--- config.mk ---
export PLATFORM = sky130hd
export DESIGN_NAME = lpm_match
export DESIGN_NICKNAME = d
export VERILOG_FILES = /design/src/lpm_pkg.sv /design/src/lpm_match.sv
export SDC_FILE = /design/constraint.sdc
export NUM_CORES = 1
export LEC_CHECK = 0
export BUFFER_PORTS_ARGS = -buffer_cell sky130_fd_sc_hd__buf_2
export CAP_MARGIN = 25
export CORE_UTILIZATION = 25
export DETAILED_ROUTE_END_ITERATION = 6
export PLACE_DENSITY = 0.76
export SKIP_LAST_GASP = 1
export SLEW_MARGIN = 40
export SYNTH_ARGS = -nofsm -noshare
export SYNTH_HDL_FRONTEND = slang
export SYNTH_SLANG_ARGS = --single-unit
--- constraint.sdc ---
create_clock -name vclk -period 2.45
set_clock_uncertainty 0.2 [all_clocks]
set_input_delay 0.49 -clock vclk [all_inputs]
set_output_delay 0.49 -clock vclk [all_outputs]
set_load 0.02 [all_outputs]
--- src/lpm_pkg.sv ---
`default_nettype none
package lpm_pkg;

  localparam int TABLE_DEPTH_DEF = 64;

  localparam int ADDR_W = 32;
  localparam int LEN_W  = 6;
  localparam int IFX_W  = 16;
  localparam int KIND_W = 2;
  localparam int STAT_W = 2;

  localparam logic [LEN_W-1:0] MAX_LEN = 6'd32;

  localparam logic [KIND_W-1:0] KIND_INSERT = 2'd0;
  localparam logic [KIND_W-1:0] KIND_DELETE = 2'd1;
  localparam logic [KIND_W-1:0] KIND_LOOKUP = 2'd2;

  localparam logic [STAT_W-1:0] STAT_OK           = 2'd0;
  localparam logic [STAT_W-1:0] STAT_NO_ROUTE     = 2'd1;
  localparam logic [STAT_W-1:0] STAT_FULL         = 2'd2;
  localparam logic [STAT_W-1:0] STAT_NONE_DELETED = 2'd3;

  typedef enum logic [1:0] {
    S_CLEAR,
    S_IDLE,
    S_SCAN,
    S_DONE
  } lpm_state_t;

  typedef struct packed {
    logic              vld;
    logic [ADDR_W-1:0] prefix;
    logic [LEN_W-1:0]  length;
    logic [IFX_W-1:0]  ifindex;
    logic [ADDR_W-1:0] next_hop;
  } lpm_entry_t;

  typedef struct packed {
    logic free;
    logic del_hit;
    logic lpm_hit;
  } lpm_match_t;

  function automatic logic [ADDR_W-1:0] len_mask(input logic [LEN_W-1:0] len);
    logic [ADDR_W-1:0] m;
    if (len >= MAX_LEN) begin
      m = '1;
    end else begin
      m = ~({ADDR_W{1'b1}} >> len);
    end
    return m;
  endfunction

endpackage
`default_nettype wire

--- src/lpm_match.sv ---
`default_nettype none
module lpm_match (
  input  wire lpm_pkg::lpm_entry_t                 entry,
  input  wire logic [lpm_pkg::KIND_W-1:0]          req_kind,
  input  wire logic [lpm_pkg::ADDR_W-1:0]          req_addr,
  input  wire logic [lpm_pkg::LEN_W-1:0]           req_len,
  output lpm_pkg::lpm_match_t                      result
);

  logic [lpm_pkg::ADDR_W-1:0] mask;
  logic [lpm_pkg::ADDR_W-1:0] diff;

  // one masked compare per scanned entry
  assign mask = lpm_pkg::len_mask(entry.length);
  assign diff = (req_addr ^ entry.prefix) & mask;

  always_comb begin
    result.free    = !entry.vld;
    result.del_hit = entry.vld && (req_kind == lpm_pkg::KIND_DELETE) &&
                     (entry.prefix == req_addr) && (entry.length == req_len);
    result.lpm_hit = entry.vld && (req_kind == lpm_pkg::KIND_LOOKUP) && (diff == '0);
  end

endmodule
`default_nettype wire

======== After elaboration in Yosys (flattened, before gate mapping) ========
Cells that the tools add are included.
operators by class
  bitwise operators ....................... 3
  order comparisons ....................... 1
  reduce and logical (&&, ||, !) cells .... 7
  shift operators ......................... 1
  eq/ne operators ......................... 4
  multiplexer cells ....................... 1
operator list
  cell                                                                    number
  32-bit AND                                                              1
  32-bit equality test                                                    1
  32-bit logical NOT                                                      1
  32-bit 2-to-1 mux                                                       1
  32-bit inverter                                                         1
  32-bit by 6-bit >> shifter with 32-bit output (first input constant)    1
  32-bit bitwise XOR                                                      1
  6-bit equality test                                                     1
  6-bit >= comparator (second input constant)                             1
  1-bit logical AND                                                       5
  2-bit by 1-bit equality test with 1-bit output (second input constant)  1
  2-bit equality test (second input constant)                             1
  1-bit logical NOT                                                       1
storage, ports and cells
  logic and storage cells ................. 17
  register bits ........................... 0

======== Logic depth before layout (Yosys ltp) ========
  word-level depth ........................ 6
  mapped depth ............................ 6
  mapped depth without buffers ............ 5

======== Worst setup path after synthesis ========
OpenSTA, ideal clock, no wires.
  kind .................................... input-to-output
  from .................................... input port entry[52] (netlist name)
  to ...................................... output port result[0] (netlist name)
  cell stages on the path ................. 6
  path slack .............................. -318 ps
  arrival time ............................ 2,078 ps
  cell sequence ........................... buf_2 -> or2_1 -> o311ai_1 -> nor2_1 -> or4_1 -> nor4_2
RTL lines
  element             line            text
  start: declaration  lpm_match.sv:3  input wire lpm_pkg::lpm_entry_t entry,
  end: declaration    lpm_match.sv:7  output lpm_pkg::lpm_match_t result

==> impl_metrics.tcl <==
set metrics [dict create \
    synthCells 125 \
    startpoint_type "primary input" \
    syn_area_um2 846 \
    dp_cells 274 \
    yosysSeqAreaShare 0 \
    die_h_um 60.2 \
    drt_iter0_markers 16 \
    initial_utilization 0.270 \
    routabilityCongestion 0.878 \
    endpoint_kind "output pin" \
    num_rows 20 \
    hold_class "primary input to output pin" \
    yosys-top-cells-count "xor2_1, nand2_1, xnor2_1" \
    drc 0 \
    drv_cap 0 \
    outcome "complete, but fails checks" \
    path_common_cell "buf_4" \
    hold_violations 0 \
    antenna_cells 0 \
    antenna_found_initial 0 \
    num_vias 1335 \
    syn2layout_area_growth_pct 102 \
    track_usage 0.171 \
    fin_crit_ns 2.74 \
    wirelength_um 3340 \
    worstMarginPinSlew_ns 0.476 \
    hold_buffers 0 \
    violations "setup timing" \
    synth_nets 252 \
    critPathBufInv 4 \
    critPathArrivalTime_ns 2.05 \
    path_cells "buf_4, buf_6, buf_4, o311ai_4, nor2_1, or4_4, nor4_4, buf_4" \
    grt_overflow 0 \
    worstPathRequired_ns 1.76 \
    power_density_nw_per_um2 183 \
    final_area_um2 1710 \
    total_power_uw 313 \
    max_freq_mhz 365 \
    period_share 1.12 \
    grt_pass1_vias 1138 \
    ant_nets 0 \
    drtPass1Iterations 4 \
    grt_pass1_wl_um 4830 \
    avgSynthCellArea_um2 6.77 \
    vias_per_cell 4.84 \
    n_sequential_cell 0 \
    setup-tns-final_ns -0.293 \
    instances_no_fill 276 \
    ys_top_cells_by_area "xor2_1, xnor2_1, nand2_1" \
    die_w_um 60.2 \
    critical_path_class "primary input to output pin" \
    vdd_drop_max_uv 79.7 \
    critPathMaxFanout 7 \
    cpPeakStageDelay_ns 0.49 \
    yosysMostFrequentCell "xor2_1" \
    coreArea_um2 3130 \
    synth_top_area_share 0.269 \
    dp_hpwl_um 2790 \
    cp_slowest_cell "or4_4" \
    drive_above_1_share 0.573 \
    rsz0062_at_grt "true" \
    boundaryPins 130 \
    fin_nets 361 \
    nClkBuffers 0 \
    die_area_um2 3620 \
    placed_cell_area_um2 1540 \
    synth_top_area_cell "xor2_1" \
    synth_cell_types 37 \
    grt_max_degree 11 \
    timing.max_slew.rel_slack 0.674 \
    slew_viol_final 0 \
    port_buffers 82 \
    yosys_warnings 0 \
    place_ws_ns -0.390 \
    cellLeakagePower_nw 0.807 \
    worst_slack_ns -0.290 \
    seq_area_um2 0 \
    crit_family "simple AND/OR/NAND/NOR gates" \
    setup_viol 2 \
    wl_per_cell_um 12.1 \
    n_fill_cell 329 \
]
==> where the power goes <==
group | internal (mW) | switching [mW]
clock | 0 | 0
sequential | 0 | 0
combinational | 0.167 | 0.146
==> layout by cell type (no fill, tap or decap), types with 2 or more instances in the layout <==
master and n:
buf_2 75, buf_4 31, xor2_1 26, nand2_1 14, xnor2_1 8, a21oi_1 7, buf_6 7, nor2_1 6
o22ai_1 4, nor4_1 3, nor3_2 3, nand4_1 3, xnor2_2 3, nor4_2 3, inv_1 3, o21ai_0 3
or2_1 2, o32ai_1 2, a2111oi_0 2, a31oi_1 2, nor4_4 2
==> layout make-up <==
| cell class | count | area, um2 | area share |
|---|---|---|---|
| Timing Repair Buffer | 113 | 687 | 0.403 |
| Tap cell | 44 | 55.1 | 0.0323 |
| Multi-Input combinational cell | 116 | 952 | 0.558 |
| Inverter | 3 | 11.3 | 0.00660 |
==> metrics by stage <==
stage / util / hold slack [ns]
CTS: 0.531 / 1.05
detailed placement: 0.491 / 1.05
floorplan: - / 0.857
finish: 0.545 / 1.05
global placement: 0.491 / 1.05
global route: 0.545 / 1.09
==> routing by layer <==
layer  share of wire  vias up  global-route usage
li1                -      686                   -
met1            0.43      588               0.226
met2            0.50       59               0.314
met3           0.066        2              0.0130
met4          0.0042        0                   0
met5               0        -                   0
==> path summary, 6_finish.rpt <==
check / start / to / slack, ns / depth (start not counted)
max: entry[50] / result[0] / -0.29 / 8
min: entry[86] / result[2] / 1.05 / 3
==> cells by family after synthesis <==
family	after synthesis	share of synthesized area
and+or+nand+nor	44	0.269
xor gates and xnor gates	38	0.393
AOI/OAI and AO/OA	34	0.286
buffers and inverters	9	0.0518
==> timing repair <==
item / in CTS / in global routing
pin swaps: 8 / 4
endpoints found under the setup margin: 2 / 2
setup buffers: 2 / 0
gates resized for setup: 21 / 7
Note: power is estimated with default switching activity, not from simulation.
