### src/lpm_ram.sv
`default_nettype none
module lpm_ram #(
  parameter int WIDTH = 8,
  parameter int DEPTH = 64
) (
  input  wire logic                     clk,
  input  wire logic                     wr_en,
  input  wire logic [$clog2(DEPTH)-1:0] wr_addr,
  input  wire logic [WIDTH-1:0]         wr_data,
  input  wire logic                     rd_en,
  input  wire logic [$clog2(DEPTH)-1:0] rd_addr,
  output logic      [WIDTH-1:0]         rd_data
);

  logic [WIDTH-1:0] mem [DEPTH];

  always_ff @(posedge clk) begin
    if (wr_en) begin
      mem[wr_addr] <= wr_data;
    end
    if (rd_en) begin
      rd_data <= mem[rd_addr];
    end
  end

endmodule
`default_nettype wire

### config.mk
export PLATFORM = sky130hd
export DESIGN_NAME = lpm_ram
export DESIGN_NICKNAME = d
export VERILOG_FILES = /design/src/lpm_ram.sv
export SDC_FILE = /design/constraint.sdc
export NUM_CORES = 1
export LEC_CHECK = 0
export ABC_AREA = 0
export CAP_MARGIN = 10
export CORE_MARGIN = 4
export CORE_UTILIZATION = 57
export DETAILED_ROUTE_END_ITERATION = 6
export DONT_BUFFER_PORTS = 1
export PLACE_DENSITY = 0.72
export SLEW_MARGIN = 20
export SYNTH_ARGS = -nofsm -noshare
export SYNTH_HDL_FRONTEND = slang
export SYNTH_SLANG_ARGS = --single-unit
export TNS_END_PERCENT = 1
### constraint.sdc
create_clock -name clk -period 2.1 [get_ports clk]
set_clock_uncertainty 0.15 [all_clocks]
set_input_delay 0.105 -clock clk [delete_from_list [all_inputs] [get_ports clk]]
set_output_delay 0.105 -clock clk [all_outputs]
set_load 0.01 [all_outputs]
# Word-level counts from Yosys, hierarchy flattened

Memory sizes are Yosys's and may differ from the RTL's. A register that Yosys moved wholly into a read port is not among the register bits.
Cells that the tools add are included.

Register bits after elaboration: 0
Bits in writable memories: 512
Bits of input ports: 23
Word-level logic and storage cells: 3
Memories kept: 1

Mux-type cells: 2

Memories:

| name | words | width | read ports | clocked after Yosys merged registers in | write ports | line | source |
|---|---|---|---|---|---|---|---|
| mem  | 64    | 8     | 1          | 1                                       | 1           | 15   | `logic [WIDTH-1:0] mem [DEPTH];` |

Operators with widths:

| cell   | number |
|---|---|
| $mux 1 | 2 |

# Longest topological paths before layout

Gate-level depths: netlist (run 1).

Word-level depth: 2
Mapped depth: 9
Gate-level depth less buffers: 5

# Worst setup path after synthesis (run 1)

No wires, ideal clock.

Path type: input to register
Start: input rd_addr[1]
End: register rd_data[3] (read register of mem), data pin
Library setup time: 266 ps
Arrival time: 1645 ps
Data required time: 1684 ps
Slack: 39 ps
Stages: 7
Buffers on the path: 3
Path through: buf_4 > buf_2 > buf_2 > mux4_2 > mux4_2 > o21ai_1 > o41ai_1

RTL lines:

| element            | line | source |
|---|---|---|
| start: declaration | 11   | `input wire logic [$clog2(DEPTH)-1:0] rd_addr,` |
| end: declaration   | 12   | `output logic [WIDTH-1:0] rd_data` |

==> results of run 1 <==
==> flip-flops by register name, indices dropped and copies added (netlist names) <==
| register | count |
|---|---|
| mem | 512 |
| rd_data | 8 |
==> stage by stage <==
step	hold slack [ps]	utilization	worst slack [ps]
finish	-369	0.666	-20.4
detailed placement	59.4	0.607	-280
floorplan	53.9	-	38.7
CTS	-399	0.665	-33.3
global route	-385	0.666	-54.2
global placement	59.2	0.607	-244
==> final cells by class <==
class,instances,share of cell area
Timing Repair Buffer,113,0.0461
Tap cell,455,0.0246
Clock inverter,32,0.00793
Sequential cell,520,0.674
Multi-Input combinational cell,369,0.191
Clock buffer,64,0.0572
==> power groups by stage <==
stage	sequential (mW)	combinational (mW)	clock, mW
after floorplan	11.8	0.613	0
after global placement	11.8	0.596	0
after global routing	11.6	0.944	8.87
after detailed placement	11.8	0.605	0
final	11.6	0.892	8.29
after CTS	11.6	0.883	8.40
==> logic make-up (layout without fill, tap and decap cells) <==
logic type	count (synthesis)	count (layout)	share of synthesized area
and+or+nand+nor	153	153	0.0337
buffers and inverters	51	209	0.0156
muxes	162	162	0.159
DFF	520	520	0.771
AOI/OAI and AO/OA	54	54	0.0206
==> layout by cell type, fill, tap and decap left out, types with 14 or more instances in the layout <==
master / n
clkinv_1: 14
dlygate4sd3_1: 19
mux4_2: 126
nand2_1: 19
nor2b_1: 14
buf_4: 85
edfxtp_1: 520
mux2i_1: 23
clkbuf_16: 51
nor2_1: 78
==> timing repair <==
action / 4_1_cts / 5_1_grt
hold endpoints to repair: 634 / 8
gates resized for setup: 12 / 13
setup endpoints to repair: 7 / 23
pin swaps: 2 / 5
==> per-layer routing <==
metal,vias up,global-route usage,part of all wire
met4,2,0.0768,0.033
met1,5108,0.331,0.39
met5,-,0,0.00030
met2,493,0.353,0.49
met3,99,0.0516,0.089
li1,4174,-,-
==> synthesized netlist by cell type, types with 4 or more instances <==
library cell	n	area share
clkbuf_1	17	0.0032
nor2b_1	14	0.0043
a211oi_1	4	0.0015
buf_1	4	0.00074
nand3_1	13	0.0032
nor2_1	83	0.015
mux2_2	13	0.0072
a221oi_1	6	0.0026
o221ai_1	8	0.0035
buf_4	13	0.0048
buf_2	11	0.0027
nand2b_1	7	0.0022
edfxtp_1	520	0.77
nor3_1	7	0.0017
mux2i_1	23	0.011
mux4_2	126	0.14
o22ai_1	8	0.0025
nand2_1	19	0.0035
buf_6	4	0.0022
==> final timing paths <==
check	startpoint	endpoint	slack (ps)	cells after the start
worst max-delay path	mem[21][4]	rd_data[4]	-20	5
worst min-delay path	rd_addr[5]	rd_data[3]	-370	1
worst max register to register	mem[21][4]	rd_data[4]	-20	5
worst min register to register	mem[31][6]	rd_data[6]	810	3
==> flow_metrics.tcl, run 1 <==
set metrics [dict create \
    grt_first_pass_wirelength_mm 65.1 \
    intPower_mw 16.5 \
    final_antenna_net_count 0 \
    fin_ws_ps -20.4 \
    status "complete, but fails checks" \
    start_util 0.582 \
    drv_slew 0 \
    rsz0062_at_grt "true" \
    synth-edff-count 520 \
    grt_max_degree 138 \
    cts_setup_buffers 0 \
    violations "negative hold slack, negative setup slack" \
    yosysSeqAreaShare 0.771 \
    critPathBufInv 0 \
    finalSetupViolCount 1 \
    cts_hold_buf 28 \
    worstPathRequired_ps 2250 \
    start_kind "flop" \
    grt_use_total 0.228 \
    worstPathCellList "mux4_2, mux2_2, o221a_2, nor3_4, o32ai_2" \
    multi_input_area_sq_um 4420 \
    ys_ff_latch 520 \
    vias 9876 \
    route.detailed.drc 0 \
    detailed_place_hpwl_mm 24.6 \
    peakVddDrop_v 0.000947 \
    yosysUniqueCellTypes 39 \
    fin_tns_setup_ps -20.4 \
    clk_pin_slew_ps 60 \
    synth_nets 963 \
    placedInstanceArea_sq_um 21100 \
    ys_warn_count 0 \
    nets 1078 \
    ys.flop_type "edfxtp_1" \
    fin_total_pwr_mw 20.7 \
    htree_num_levels 2 \
    drt-total-wl_mm 43.4 \
    synth_area_sq_um 20200 \
    slowest_stage "mux4_2" \
    max_stage_delay_ps 470 \
    whs_ps -369 \
    port-buffer-count 0 \
    overflow 0 \
    drt-pass1-iter-count 5 \
    netlist_instances 940 \
    drv_cap 0 \
    diodes 0 \
    worstMarginPinSlew_ps 665 \
    comb_power_share 0.043 \
    gp_congestion 0.816 \
    ioPinCount 31 \
    ys_async_sr_fraction 0 \
    netSwitchingPower_mw 4.19 \
    cp_data_arrival_time_ps 2270 \
    p_leak_nw 7.38 \
    fp-row-count 68 \
    cts_root_buffer "clkbuf_16" \
    clockPowerShare 0.400 \
    p_per_area_nw_per_um2 895 \
    max_freq_mhz 472 \
    die_y_um 196 \
    die_x_um 196 \
    finalHoldViolations 8 \
    critPathTopFamily "multiplexers" \
    viasPerCell 6.36 \
    syn_avg_cell_area_sq_um 21.5 \
    drt_iter0_drc 1057 \
    core-area_sq_um 34800 \
    seq_area_sq_um 15600 \
    clk-insertion-delay-late_ps 570 \
    p_sw_frac 0.202 \
    nFillCells 2176 \
    path_class "flop to flop" \
    crit_path_end_kind "flop" \
    antenna_found_initial 1 \
    cts_buffers 51 \
    finalCriticalPeriod_ps 2120 \
    fin_area_sq_um 23200 \
    fin_crit_sh 1.01 \
    routedWlPerCell_um 27.9 \
    worstHoldPathType "input port to flop" \
    cp_max_fo 1 \
    cts.sinks 520 \
    dp_cells 1429 \
    drive_above_1_share 0.292 \
    area_growth_pct 14.5 \
    cts_tree "built" \
    grt_pass1_vias 10079 \
    pwr-share-seq 0.557 \
    fin_cells 1553 \
    die_area_sq_um 38600 \
    maxSlewHeadroom 0.553 \
    clockBufferDepth 3 \
]
No activity file was read; power rests on OpenSTA's default activity.
==> run 2: changes to the inputs <==
--- a/config.mk
+++ b/config.mk
@@ -9,6 +9,7 @@
 export CAP_MARGIN = 10
 export CORE_MARGIN = 4
 export CORE_UTILIZATION = 57
+export CTS_BUF_LIST = sky130_fd_sc_hd__clkbuf_16
 export DETAILED_ROUTE_END_ITERATION = 6
 export DONT_BUFFER_PORTS = 1
 export PLACE_DENSITY = 0.72
==> flow_metrics.tcl, run 2 (synthesis gave the netlist of run 1 again) <==
set metrics [dict create \
    nets 1078 \
    rsz0062_at_grt "true" \
    regMostFlops "mem" \
    fin_crit_sh 1.01 \
    cp_data_arrival_time_ps 2270 \
    start_util 0.582 \
    grt_use_total 0.228 \
    worstHoldPathType "input port to flop" \
    seq_area_sq_um 15600 \
    placedInstanceArea_sq_um 21100 \
    largest_reg_flops 512 \
    clockBufferDepth 3 \
    fin_tns_setup_ps -17.1 \
    endpoint "rd_data[4]" \
    finalCriticalPeriod_ps 2120 \
    overflow 0 \
    slowest_stage "mux4_2" \
    reg2reg_slack_ps -20 \
    antenna_found_initial 1 \
    critPathBufInv 0 \
    cts_setup_buffers 0 \
    status "complete, but fails checks" \
    grt_first_pass_wirelength_mm 65.1 \
    crit_path_start "mem[21][4]" \
    dp_cells 1429 \
    crit_path_end_kind "flop" \
    final_common_cell "edfxtp_1" \
    fin_total_pwr_mw 20.7 \
    clk-insertion-delay-late_ps 570 \
    final_antenna_net_count 0 \
    cts_tree "built" \
    worstMarginPinSlew_ps 674 \
    clk_pin_slew_ps 60 \
    die_area_sq_um 38600 \
    finalSetupViolCount 1 \
    largestRegisters "mem (512), rd_data (8)" \
    worstPathCellList "mux4_2, mux2_2, o221a_2, nor3_4, o32ai_2" \
    critPathTopFamily "multiplexers" \
    viasPerCell 6.35 \
    multi_input_area_sq_um 4420 \
    grt_max_degree 138 \
    min_path_cells 1 \
    cts.sinks 520 \
    gp_congestion 0.816 \
    core-area_sq_um 34800 \
    drt-pass1-iter-count 5 \
    die_x_um 196 \
    place_ws_ps -280 \
    r2r_end "rd_data[4]" \
    nFillCells 2176 \
    p_per_area_nw_per_um2 892 \
    whs_ps -371 \
    port-buffer-count 0 \
    route.detailed.drc 0 \
    finalHoldViolations 8 \
    final_cell_mix "520 x edfxtp_1, 126 x mux4_2, 85 x buf_4" \
    path_class "flop to flop" \
    grt_pass1_vias 10078 \
    drv_cap 0 \
    drt_iter0_drc 1037 \
    fin_area_sq_um 23200 \
    fin_ws_ps -17.1 \
    start_kind "flop" \
    path_depth 5 \
    routedWlPerCell_um 27.9 \
    maxSlewHeadroom 0.547 \
    cts_buffers 51 \
    drive_above_1_share 0.292 \
    die_y_um 196 \
    max_stage_delay_ps 470 \
    violations "negative hold slack, negative setup slack" \
    max_freq_mhz 472 \
    p_leak_nw 7.43 \
    cts_hold_buf 28 \
    worstPathRequired_ps 2250 \
    area_growth_pct 14.5 \
    htree_num_levels 2 \
    reg2reg_depth 5 \
    cp_max_fo 1 \
    ioPinCount 31 \
    drv_slew 0 \
    cts_root_buffer "clkbuf_16" \
    diodes 0 \
    detailed_place_hpwl_mm 24.6 \
    peakVddDrop_v 0.000946 \
    fin_cells 1553 \
    r2r-start "mem[21][4]" \
    vias 9859 \
    fp-row-count 68 \
    drt-total-wl_mm 43.4 \
]
run 2: worst register-to-register path: stages, from the launching register on:
cell and delay (ps):
edfxtp_1 360, mux4_2 470, mux2_2 270, o221a_2 290
nor3_4 160, o32ai_2 150
run 2: metrics by stage:
step,hold slack (ps),util
2_1_floorplan,53.9,-
3_5_place_dp,59.4,0.607
5_1_grt,-385,0.666
6_report,-371,0.666
3_3_place_gp,59.2,0.607
4_1_cts,-399,0.665
run 2: final cells by class:
class	count	area share
timing repair buffer	113	0.0461
tap	455	0.0246
multi-input combinational	369	0.191
clock inverter	45	0.0100
sequential	520	0.674
clock buffer	51	0.0551
run 2: repair_timing:
action	4_1_cts	5_1_grt
pin swaps	2	5
endpoints found under the setup margin	7	23
hold endpoints to repair	636	8
resized for setup	12	13
cloned	0	0
run 2: worst min-delay path by stage:
stage | from | end | slack, ps
global route | rd_addr[5] | rd_data[3] | -390
detailed placement | wr_data[6] | mem[2][6] | 60
CTS | rd_addr[5] | rd_data[3] | -400
global placement | wr_data[4] | mem[63][4] | 60
finish | rd_addr[5] | rd_data[3] | -370
floorplan | wr_data[0] | mem[0][0] | 50
run 2: report_power, final:
| group | switching, mW | total (mW) | internal (mW) |
|---|---|---|---|
| clock network | 3.69 | 8.23 | 4.53 |
| registers | 0.0430 | 11.6 | 11.5 |
| logic | 0.454 | 0.892 | 0.438 |
run 2: metal layers:
layer / vias up / track usage / part of all wire
met2: 481 / 0.352 / 0.49
met5: - / 0 / 0.00030
met4: 2 / 0.0768 / 0.032
met1: 5106 / 0.332 / 0.40
li1: 4178 / - / -
met3: 92 / 0.0516 / 0.085
==> run 3: changes to the inputs <==
--- a/config.mk
+++ b/config.mk
@@ -6,13 +6,13 @@
 export NUM_CORES = 1
 export LEC_CHECK = 0
 export ABC_AREA = 0
+export BUFFER_PORTS_ARGS = -buffer_cell sky130_fd_sc_hd__buf_4
 export CAP_MARGIN = 10
 export CORE_MARGIN = 4
-export CORE_UTILIZATION = 57
+export CORE_UTILIZATION = 51
 export CTS_BUF_LIST = sky130_fd_sc_hd__clkbuf_16
 export DETAILED_ROUTE_END_ITERATION = 6
-export DONT_BUFFER_PORTS = 1
-export PLACE_DENSITY = 0.72
+export PLACE_DENSITY = 0.66
 export SLEW_MARGIN = 20
 export SYNTH_ARGS = -nofsm -noshare
 export SYNTH_HDL_FRONTEND = slang
==> flow_metrics.tcl, run 3 (synthesis gave the netlist of run 1 again) <==
set metrics [dict create \
    grt_max_degree 65 \
    pwr-share-seq 0.540 \
    finalHoldViolations 0 \
    drt-total-wl_mm 44.5 \
    finalSetupViolCount 3 \
    start_kind "flop" \
    utilization 0.612 \
    regMostFlops "mem" \
    fin_cells 1683 \
    final_cell_mix "520 x edfxtp_1, 157 x buf_4, 126 x mux4_2" \
    ioPinCount 31 \
    cts_root_buffer "clkbuf_16" \
    diodes 0 \
    dp_cells 1577 \
    drv_cap 0 \
    overflow 0 \
    clockPowerShare 0.403 \
    antenna_found_initial 0 \
    routedWlPerCell_um 26.4 \
    p_leak_nw 7.78 \
    die_x_um 207 \
    route.detailed.drc 0 \
    nets 1148 \
    fin_tns_setup_ps -113 \
    htree_num_levels 2 \
    cts_buffers 51 \
    viasPerCell 5.93 \
    path_class "flop to flop" \
    finalCriticalPeriod_ps 2160 \
    intPower_mw 17.0 \
    detailed_place_hpwl_mm 27.8 \
    clockBufferDepth 3 \
    grt_first_pass_wirelength_mm 66.8 \
    p_sw_frac 0.202 \
    whs_ps 53.4 \
    fin_ws_ps -62.6 \
    final_common_cell "edfxtp_1" \
    fin_crit_sh 1.03 \
    clk_pin_slew_ps 60 \
    cp_data_arrival_time_ps 2330 \
    violations "negative setup slack" \
    peakVddDrop_v 0.000699 \
    fp-row-count 72 \
    drt_iter0_drc 876 \
    vias 9973 \
    clk-insertion-delay-late_ps 580 \
    drt-pass1-iter-count 5 \
    crit_path_end_kind "flop" \
    drv_slew 0 \
    grt_pass1_vias 10080 \
    rsz0062_at_grt "true" \
    maxSlewHeadroom 0.519 \
    cts.sinks 520 \
    cp_max_fo 1 \
    status "complete, but fails checks" \
    worstMarginPinSlew_ps 722 \
    max_freq_mhz 462 \
    core-area_sq_um 38900 \
    area_growth_pct 17.7 \
    drive_above_1_share 0.332 \
    comb_power_share 0.057 \
    final_antenna_net_count 0 \
    worstHoldPathType "input port to flop" \
    grt_use_total 0.209 \
    start_util 0.520 \
    netSwitchingPower_mw 4.32 \
    p_per_area_nw_per_um2 897 \
    cts_tree "built" \
    largest_reg_flops 512 \
    die_y_um 207 \
    worstPathRequired_ps 2270 \
    gp_congestion 0.826 \
    place_ws_ps -440 \
    largestRegisters "mem (512), rd_data (8)" \
    die_area_sq_um 43000 \
    port-buffer-count 30 \
]
==> run 3: area by class of cell <==
cell class | instances | area, sq um
clock buffer | 53 | 1330
sequential | 520 | 15600
multi-input combinational | 369 | 4420
fill | 2765 | 15100
tap | 518 | 648
timing repair buffer | 183 | 1550
clock inverter | 40 | 269
==> run 3: through the flow <==
| step | cell area, sq um | power [mW] |
|---|---|---|
| floorplan | 20200 | 12.4 |
| global placement | 22000 | 12.9 |
| detailed placement | 22000 | 12.9 |
| CTS | 23800 | 21.5 |
| global route | 23800 | 22.1 |
| finish | 23800 | 21.4 |
==> run 3: routing by layer <==
metal | global-route usage | wire [um] | vias up
met1 | 0.312 | 18700 | 5248
met4 | 0.0650 | 1150 | 0
met2 | 0.322 | 21300 | 348
met5 | 0 | 0 | -
li1 | - | - | 4303
met3 | 0.0354 | 3280 | 74
==> run 3: timing repair <==
item                                   4_1_cts  5_1_grt
pin swaps                                    3        3
cloned                                       0        0
gates resized for setup                     11        9
setup buffers                                0        0
setup endpoints to repair                    7        7
endpoints found under the hold margin      575        0
hold buffers                                14        0
==> run 3: path summary, 6_finish.rpt <==
kind / slack [ps] / cells past startpoint / to / from
setup / recovery: -60 / 5 / rd_data[6] / mem[21][6]
hold / removal: 50 / 4 / mem[51][0] / wr_addr[0]
setup reg to reg: -60 / 5 / rd_data[6] / mem[21][6]
hold reg to reg: 760 / 4 / rd_data[1] / mem[23][1]
==> run 3: critical path, cell delays in order (launching register included) <==
cell	delay, ps
edfxtp_1	380
mux4_2	470
mux2_4	290
o221a_4	280
nor3_4	220
o32ai_2	120
==> run 3: power groups by stage <==
| stage | Combinational (mW) | Sequential [mW] | Clock, mW |
|---|---|---|---|
| floorplan | 0.613 | 11.8 | 0 |
| global placement | 1.16 | 11.8 | 0 |
| detailed placement | 1.17 | 11.8 | 0 |
| CTS | 1.21 | 11.5 | 8.78 |
| global route | 1.30 | 11.5 | 9.24 |
| finish | 1.21 | 11.5 | 8.61 |
